`config.mk`:
```
export PLATFORM = sky130hd
export DESIGN_NAME = scancode_set1_key_translator
export DESIGN_NICKNAME = d
export VERILOG_FILES = /design/src/hw/rtl/sc1kt_pkg.sv /design/src/hw/rtl/scancode_set1_key_translator.sv
export SDC_FILE = /design/constraint.sdc
export NUM_CORES = 1
export LEC_CHECK = 0
export ABC_AREA = 1
export BUFFER_PORTS_ARGS = -buffer_cell sky130_fd_sc_hd__buf_2
export CAP_MARGIN = 20
export CORE_UTILIZATION = 34
export CTS_BUF_LIST = sky130_fd_sc_hd__clkbuf_8
export CTS_CLUSTER_SIZE = 16
export DETAILED_ROUTE_END_ITERATION = 10
export SYNTH_ARGS = -nofsm -noshare
export SYNTH_HDL_FRONTEND = slang
export SYNTH_SLANG_ARGS = --single-unit
```
`constraint.sdc`:
```
create_clock -name aclk -period 6.4 [get_ports aclk]
set_input_delay 0.32 -clock aclk [delete_from_list [all_inputs] [get_ports aclk]]
set_output_delay 0.32 -clock aclk [all_outputs]
set_load 0.01 [all_outputs]
```
`src/hw/rtl/sc1kt_pkg.sv`:
```
// Package with the shared types, scancode constants and lookup tables of the set-1 translator.
`timescale 1ns / 1ps

package sc1kt_pkg;

    localparam int ScWidth   = 8;
    localparam int CodeWidth = 8;

    localparam logic [7:0] SC_PREFIX     = 8'hE0;
    localparam logic [6:0] SC_LSHIFT     = 7'h2A;
    localparam logic [6:0] SC_RSHIFT     = 7'h36;
    localparam logic [6:0] SC_CTRL       = 7'h1D;
    localparam logic [6:0] SC_ALT        = 7'h38;
    localparam logic [6:0] SC_CAPS       = 7'h3A;
    localparam logic [6:0] SC_NUMLOCK    = 7'h45;
    localparam logic [6:0] SC_BACKSPACE  = 7'h0E;
    localparam logic [6:0] SC_ENTER      = 7'h1C;
    localparam logic [6:0] SC_TAB        = 7'h0F;
    localparam logic [6:0] SC_PAD_STAR   = 7'h37;
    localparam logic [6:0] SC_PAD_FIRST  = 7'h47;
    localparam logic [6:0] SC_PAD_LAST   = 7'h53;
    localparam logic [6:0] SC_PAD_MINUS  = 7'h4A;
    localparam logic [6:0] SC_PAD_PLUS   = 7'h4E;
    localparam logic [6:0] SC_F1         = 7'h3B;
    localparam logic [6:0] SC_F10        = 7'h44;
    localparam logic [6:0] SC_F11        = 7'h57;
    localparam logic [6:0] SC_F12        = 7'h58;
    localparam logic [6:0] SC_ROM_LIMIT  = 7'h40;
    localparam logic [6:0] SC_UP         = 7'h48;
    localparam logic [6:0] SC_DOWN       = 7'h50;
    localparam logic [6:0] SC_LEFT       = 7'h4B;
    localparam logic [6:0] SC_RIGHT      = 7'h4D;
    localparam logic [6:0] SC_HOME       = 7'h47;
    localparam logic [6:0] SC_END        = 7'h4F;
    localparam logic [6:0] SC_PGUP       = 7'h49;
    localparam logic [6:0] SC_PGDN       = 7'h51;
    localparam logic [6:0] SC_INSERT     = 7'h52;
    localparam logic [6:0] SC_DELETE     = 7'h53;
    localparam logic [6:0] SC_SLASH      = 7'h35;

    localparam logic [7:0] KEY_CTRL      = 8'h01;
    localparam logic [7:0] KEY_BACKSPACE = 8'h08;
    localparam logic [7:0] KEY_TAB       = 8'h09;
    localparam logic [7:0] KEY_ENTER     = 8'h0D;
    localparam logic [7:0] KEY_STAR      = 8'h2A;
    localparam logic [7:0] KEY_MINUS     = 8'h2D;
    localparam logic [7:0] KEY_PLUS      = 8'h2B;
    localparam logic [7:0] KEY_SLASH     = 8'h2F;
    localparam logic [7:0] KEY_UP        = 8'hAD;
    localparam logic [7:0] KEY_DOWN      = 8'hAF;
    localparam logic [7:0] KEY_LEFT      = 8'hAC;
    localparam logic [7:0] KEY_RIGHT     = 8'hAE;
    localparam logic [7:0] KEY_NONE      = 8'h00;
    localparam logic [7:0] CHAR_LOW_A    = 8'h61;
    localparam logic [7:0] CHAR_LOW_Z    = 8'h7A;
    localparam logic [7:0] CASE_OFFSET   = 8'h20;

    typedef struct packed {
        logic shift;
        logic caps;
        logic num;
        logic prefix;
    } flags_t;

    localparam flags_t FLAGS_RESET = '{shift: 1'b0, caps: 1'b0, num: 1'b1, prefix: 1'b0};

    typedef struct packed {
        logic                 emit;
        logic                 pressed;
        logic [CodeWidth-1:0] code;
        flags_t               flags;
    } xlate_t;

    localparam logic [7:0] BASE_ROM [64] = '{
        8'h00, 8'h1B, 8'h31, 8'h32, 8'h33, 8'h34, 8'h35, 8'h36,
        8'h37, 8'h38, 8'h39, 8'h30, 8'h2D, 8'h3D, 8'h08, 8'h09,
        8'h71, 8'h77, 8'h65, 8'h72, 8'h74, 8'h79, 8'h75, 8'h69,
        8'h6F, 8'h70, 8'h5B, 8'h5D, 8'h0A, 8'h00, 8'h61, 8'h73,
        8'h64, 8'h66, 8'h67, 8'h68, 8'h6A, 8'h6B, 8'h6C, 8'h3B,
        8'h27, 8'h60, 8'h00, 8'h5C, 8'h7A, 8'h78, 8'h63, 8'h76,
        8'h62, 8'h6E, 8'h6D, 8'h2C, 8'h2E, 8'h2F, 8'h00, 8'h2A,
        8'h00, 8'h20, 8'h00, 8'h00, 8'h00, 8'h00, 8'h00, 8'h00
    };

    localparam logic [7:0] SHIFT_ROM [64] = '{
        8'h00, 8'h00, 8'h21, 8'h40, 8'h23, 8'h24, 8'h25, 8'h5E,
        8'h26, 8'h2A, 8'h28, 8'h29, 8'h5F, 8'h2B, 8'h00, 8'h00,
        8'h00, 8'h00, 8'h00, 8'h00, 8'h00, 8'h00, 8'h00, 8'h00,
        8'h00, 8'h00, 8'h7B, 8'h7D, 8'h00, 8'h00, 8'h00, 8'h00,
        8'h00, 8'h00, 8'h00, 8'h00, 8'h00, 8'h00, 8'h00, 8'h3A,
        8'h22, 8'h7E, 8'h00, 8'h7C, 8'h00, 8'h00, 8'h00, 8'h00,
        8'h00, 8'h00, 8'h00, 8'h3C, 8'h3E, 8'h3F, 8'h00, 8'h00,
        8'h00, 8'h00, 8'h00, 8'h00, 8'h00, 8'h00, 8'h00, 8'h00
    };

    localparam logic [7:0] PAD_DIGIT [16] = '{
        8'h37, 8'h38, 8'h39, 8'h00, 8'h34, 8'h35, 8'h36, 8'h00,
        8'h31, 8'h32, 8'h33, 8'h30, 8'h2E, 8'h00, 8'h00, 8'h00
    };

    localparam logic [7:0] PAD_NAV [16] = '{
        8'hC7, 8'hAD, 8'hC9, 8'h00, 8'hAC, 8'h00, 8'hAE, 8'h00,
        8'hCF, 8'hAF, 8'hD1, 8'hD2, 8'hD3, 8'h00, 8'h00, 8'h00
    };

    // Translates one scancode against the current flags into an optional event and new flags.
    function automatic xlate_t translate(input logic [ScWidth-1:0] raw, input flags_t fl);
        xlate_t     r;
        logic [6:0] sc;
        logic [6:0] pad_off;
        logic [7:0] ch;
        logic [7:0] sym;
        r.emit    = 1'b0;
        r.pressed = ~raw[7];
        r.code    = KEY_NONE;
        r.flags   = fl;
        sc        = raw[6:0];
        pad_off   = sc - SC_PAD_FIRST;
        ch        = BASE_ROM[sc[5:0]];
        sym       = fl.num ? PAD_DIGIT[pad_off[3:0]] : PAD_NAV[pad_off[3:0]];
        if (raw == SC_PREFIX) begin
            r.flags.prefix = 1'b1;
        end else if (sc == SC_LSHIFT || sc == SC_RSHIFT) begin
            r.flags.shift = ~raw[7];
        end else if (sc == SC_CTRL && !fl.prefix) begin
            r.emit = 1'b1;
            r.code = KEY_CTRL;
        end else if (sc == SC_ALT && !fl.prefix) begin
            r.emit = 1'b0;
        end else if (sc == SC_CAPS && !raw[7]) begin
            r.flags.caps = ~fl.caps;
        end else if (sc == SC_NUMLOCK && !raw[7]) begin
            r.flags.num    = ~fl.num;
            r.flags.prefix = 1'b0;
        end else if (sc == SC_BACKSPACE) begin
            r.flags.prefix = 1'b0;
            r.emit         = 1'b1;
            r.code         = KEY_BACKSPACE;
        end else if (sc == SC_ENTER) begin
            r.flags.prefix = 1'b0;
            r.emit         = 1'b1;
            r.code         = KEY_ENTER;
        end else if (sc == SC_TAB) begin
            r.flags.prefix = 1'b0;
            r.emit         = 1'b1;
            r.code         = KEY_TAB;
        end else if (sc == SC_PAD_STAR && !fl.prefix) begin
            r.emit = 1'b1;
            r.code = KEY_STAR;
        end else if (fl.prefix) begin
            r.flags.prefix = 1'b0;
            r.emit         = 1'b1;
            case (sc) inside
                SC_UP:    r.code = KEY_UP;
                SC_DOWN:  r.code = KEY_DOWN;
                SC_LEFT:  r.code = KEY_LEFT;
                SC_RIGHT: r.code = KEY_RIGHT;
                SC_HOME, SC_END, SC_PGUP, SC_PGDN, SC_INSERT, SC_DELETE:
                    r.code = {1'b1, sc};
                SC_SLASH: r.code = KEY_SLASH;
                SC_CTRL:  r.code = KEY_CTRL;
                default:  r.emit = 1'b0;
            endcase
        end else if (sc inside {[SC_PAD_FIRST:SC_PAD_LAST]}) begin
            if (sc == SC_PAD_MINUS) begin
                r.emit = 1'b1;
                r.code = KEY_MINUS;
            end else if (sc == SC_PAD_PLUS) begin
                r.emit = 1'b1;
                r.code = KEY_PLUS;
            end else begin
                r.emit = (sym != KEY_NONE);
                r.code = sym;
            end
        end else if (sc inside {[SC_F1:SC_F10], SC_F11, SC_F12}) begin
            r.emit = 1'b1;
            r.code = {1'b1, sc};
        end else if (sc < SC_ROM_LIMIT && ch != KEY_NONE) begin
            r.emit = 1'b1;
            if (ch >= CHAR_LOW_A && ch <= CHAR_LOW_Z) begin
                r.code = (fl.shift != fl.caps) ? ch - CASE_OFFSET : ch;
            end else if (fl.shift && SHIFT_ROM[sc[5:0]] != KEY_NONE) begin
                r.code = SHIFT_ROM[sc[5:0]];
            end else begin
                r.code = ch;
            end
        end
        return r;
    endfunction

endpackage

```
`src/hw/rtl/scancode_set1_key_translator.sv`:
```
// Top level of the set-1 scancode to key event translator.
`timescale 1ns / 1ps
//
// The block takes one raw set-1 scancode byte per word on the s_axis channel and
// gives at most one key event per byte on the m_axis channel. The event code is in
// m_axis_tdata and the press flag in m_axis_tuser (1 for press, 0 for release).
// Prefix bytes, shift and alt keys, lock keys and unmapped keys give no event;
// prefix, shift and lock keys update the internal flags. Ctrl gives an event.
// A byte is registered in an input register and translated by a single
// pass through the lookup logic into the output register, which drives its
// event onto m_axis. One byte is taken every cycle as
// long as the output register is free or is being read in the same cycle.
// Reset clears the valid flags of both registers, clears shift, caps lock and the prefix, and sets num
// lock. When the receiver stalls, the output word holds and the byte waiting in the
// input register stays there; s_axis_tready then drops once that register is full.
module scancode_set1_key_translator (
    input  logic                            aclk,
    input  logic                            aresetn,
    input  logic                            s_axis_tvalid,
    output logic                            s_axis_tready,
    input  logic [sc1kt_pkg::ScWidth-1:0]   s_axis_tdata,   // scancode
    output logic                            m_axis_tvalid,
    input  logic                            m_axis_tready,
    output logic [sc1kt_pkg::CodeWidth-1:0] m_axis_tdata,   // key_code
    output logic                            m_axis_tuser    // key_pressed
);
    import sc1kt_pkg::*;

    logic                 in_valid_reg;
    logic [ScWidth-1:0]   in_data_reg;
    flags_t               flags_reg;
    logic                 out_valid_reg;
    logic                 out_pressed_reg;
    logic [CodeWidth-1:0] out_code_reg;
    logic                 out_free;
    logic                 advance;
    xlate_t               xl;

    assign out_free      = !out_valid_reg || m_axis_tready;
    assign advance       = in_valid_reg && out_free;
    assign s_axis_tready = !in_valid_reg || out_free;
    assign xl            = translate(in_data_reg, flags_reg);

    always_ff @(posedge aclk) begin
        if (!aresetn) begin
            in_valid_reg  <= 1'b0;
            out_valid_reg <= 1'b0;
            flags_reg     <= FLAGS_RESET;
        end else begin
            if (s_axis_tready) begin
                in_valid_reg <= s_axis_tvalid;
            end
            if (advance) begin
                flags_reg     <= xl.flags;
                out_valid_reg <= xl.emit;
            end else if (m_axis_tready) begin
                out_valid_reg <= 1'b0;
            end
        end
    end

    always_ff @(posedge aclk) begin
        if (s_axis_tready && s_axis_tvalid) begin
            in_data_reg <= s_axis_tdata;
        end
        if (advance && xl.emit) begin
            out_pressed_reg <= xl.pressed;
            out_code_reg    <= xl.code;
        end
    end

    assign m_axis_tvalid = out_valid_reg;
    assign m_axis_tdata  = out_code_reg;
    assign m_axis_tuser  = out_pressed_reg;

endmodule

```
==> impl_metrics.py <==
metrics = {
    "outcome": {
        "outcome": "complete, no violations",
    },
    "place": {
        "dpl.cell_count": 714,
        "dp.final_hpwl_um": 9232,
        "placed_cell_area_um2": 3476,
        "port-buffer-count": 22,
        "gp_congestion": 1.034,
    },
    "timing": {
        "fin_crit_sh_pct": 63.99,
        "tightest_slew_ns": 1.153,
        "setup_viol": 0,
        "setup_tns_ns": 0,
        "max_freq_mhz": 244.2,
        "relSlewSlack_pct": 23.16,
        "min_period_ns": 4.095,
        "finClkSkew_ns": 0.002501,
        "rsz0062_at_grt": "false",
        "drv_slew": 0,
        "timing.final.hold_violations": 0,
    },
    "final_layout": {
        "antenna_cells": 0,
        "area_growth_pct": 6.215,
        "fill_cells": 1063,
        "nets": 621,
        "fin_cells": 719,
        "layout-drive-gt1-share_pct": 7.797,
        "finalInstanceArea_um2": 3550,
    },
    "critical_path": {
        "worstPathCellList": "inv_2, ha_1, a21oi_1, o21ai_0, o31ai_1, nand2_1, a21oi_1, nand4_1, o21ai_0, o21ai_0, nand2_1, nand2_1, nand2_1, inv_1",
        "path_class": "reg2reg",
        "cp_data_required_time_ns": 6.41,
        "endpoint_kind": "flip-flop",
        "crit_slowest_cell": "edfxtp_1",
        "cpPeakStageDelay_ns": 1.13,
        "worst-path-buf-inv": 2,
        "worstPathMaxFanout": 31,
        "critPathMostFrequentCell": "nand2_1",
        "cp.arrival_ns": 4.10,
        "critPathLaunchType": "flip-flop",
        "crit_family": "flip-flops",
    },
    "synth": {
        "synthTopCellsByArea": "nand2_1 (20%), edfxtp_1 (15%), nor2_1 (7.5%), inv_1 (7.3%), ha_1 (6.7%)",
        "synth_edf_count": 17,
        "synthAdderAreaFrac_pct": 6.739,
        "syn_area_um2": 3342,
        "synth_top_area_share_pct": 20.33,
        "synthCells": 584,
        "synthSimpleGateAreaFrac_pct": 43.06,
        "synth_mux_area_share_pct": 0,
        "ys_warn_count": 0,
        "ys_types": 42,
        "synth-xor-area-share_pct": 0.7862,
        "avgSynthCellArea_um2": 5.723,
        "synth_compound_area_share_pct": 18.27,
        "yosysSeqAreaShare_pct": 18.87,
        "synth_top_family_by_area": "simple AND/OR/NAND/NOR gates",
        "ys_ff_latch": 23,
        "synthFlopType": "edfxtp_1",
        "yosysTopAreaCell": "nand2_1",
        "synth_fp_nets": 614,
        "async_flop_share_pct": 0,
    },
    "grt": {
        "antenna_found_initial": 0,
        "grt_util_all_layers_pct": 24.50,
        "grt_pass1_vias": 3882,
        "grt_max_degree": 33,
        "grt_pass1_wl_um": 19640,
        "overflow": 0,
    },
    "floorplan": {
        "die_x_um": 101.1,
        "design.core.area_um2": 9371,
        "die_height_um": 101.1,
        "pin_count": 23,
        "die_area_um2": 10230,
        "start_util_pct": 35.66,
        "num_rows": 35,
    },
    "power": {
        "p_per_area_nw_per_um2": 136.2,
        "p_leak_uw": 0.001723,
        "ir_worst_vdd_uv": 71.55,
    },
    "run": {
        "maxCapViolations": 0,
    },
    "drt": {
        "detail-route-antenna-nets": 0,
        "drc": 0,
        "drt_iter0_drc": 706,
        "drtPass1Iterations": 6,
        "via_per_inst": 5.716,
        "wl_um": 12070,
        "via_count": 4110,
        "post_drt_wl_per_cell_um": 16.78,
    },
    "clock_network": {
        "clk_latency_ns": 0.28,
        "clkSinkCount": 23,
        "cts-hold-fix-buffers": 0,
        "path_clk_slew_ns": 0.09,
        "cts_setup_buffers": 0,
        "cts_max_path_buffers": 2,
        "cts_tree": "built",
        "cts_buffers": 3,
        "ctsRootBufferMaster": "clkbuf_8",
        "htree_levels": 1,
        "post_cts_resized": 0,
    },
    "hold_path": {
        "hold_path_class": "in2reg",
    },
}
==> cells by family (layout without fill, tap and decap cells) <==
kind of cell,after synthesis,in the layout
AND/OR/NAND/NOR,338,338
AO/OA/AOI/OAI,109,109
adder cells (fa/ha/maj),18,18
flip-flops,23,23
XOR/XNOR,3,3
buffers and inverters,93,99
==> worst paths after layout <==
check | slack, ns | end | depth (start not counted) | from
worst max-delay path | 2.30 | m_axis_tdata[6] | 14 | in_data_reg[2]
worst max register to register | 2.30 | m_axis_tdata[6] | 14 | in_data_reg[2]
worst min register to register | 0.53 | flags_reg[0] | 2 | in_valid_reg
worst min-delay path | 0.21 | in_data_reg[0] | 1 | s_axis_tdata[0]
==> cells in the mapped netlist, types with 2 or more instances <==
library cell and instances:
o21ai_0 43, inv_2 6, o211ai_1 10, nor4_1 6, nand4_1 7, a31oi_1 2, buf_6 4, o31ai_1 3
o22ai_1 3, nor2_4 2, nor3_1 17, edfxtp_1 17, nor2_1 67, buf_4 5, clkbuf_1 4, nand3_1 45
xnor2_1 2, a21oi_1 39, ha_1 18, inv_1 65, nor2_2 3, or2_2 3, dfxtp_1 6, nand2_4 2
buf_2 7, nand3b_1 2, nand2_1 181
==> metal layers <==
layer / GRT usage [%] / share of wire [%]
met4: 11.48 / 5.3
met2: 37.68 / 42
met3: 4.210 / 10
met5: 0 / 0
met1: 33.36 / 42
==> where the power goes <==
group	total, uW	switching, uW	internal, uW
combinational	197	137	60.5
sequential	187	15.7	171
clock	99.4	55.6	43.8
==> cell type report <==
class	instances	area (um^2)	share of cell area, %
timing repair buffer	23	137.6	3.877
clock buffer	3	41.29	1.163
sequential	23	630.6	17.77
clock inverter	1	5.005	0.1410
tap	129	161.4	4.547
inverter	72	272.8	7.684
multi-input combinational	468	2301	64.82
==> per-stage QoR <==
| step | setup WS (ns) | util [%] | hold WS [ns] | power (uW) |
|---|---|---|---|---|
| after floorplan | 3.526 | - | 0.4189 | 327.0 |
| after global placement | 2.490 | 37.09 | 0.4967 | 379.3 |
| after detailed placement | 2.538 | 37.09 | 0.4981 | 376.4 |
| after CTS | 2.503 | 37.58 | 0.2036 | 473.3 |
| after global routing | 2.032 | 37.88 | 0.1970 | 511.7 |
| final | 2.305 | 37.88 | 0.2060 | 483.4 |
==> cell usage in the layout (no fill, tap or decap), types with 2 or more instances in the layout <==
cell type | synthesis | layout
a21oi_1 | 39 | 39
a31oi_1 | 2 | 2
buf_2 | 7 | 22
clkbuf_8 | 0 | 3
dfxtp_1 | 6 | 6
edfxtp_1 | 17 | 17
ha_1 | 18 | 18
inv_1 | 65 | 65
inv_2 | 6 | 6
nand2_1 | 181 | 181
nand2_4 | 2 | 2
nand3_1 | 45 | 45
nand3b_1 | 2 | 2
nand4_1 | 7 | 7
nor2_1 | 67 | 67
nor2_2 | 3 | 3
nor2_4 | 2 | 2
nor3_1 | 17 | 17
nor4_1 | 6 | 6
o211ai_1 | 10 | 10
o21ai_0 | 43 | 43
o22ai_1 | 3 | 3
o31ai_1 | 3 | 3
or2_2 | 3 | 3
xnor2_1 | 2 | 2
Power figures use the tool's default switching activity.
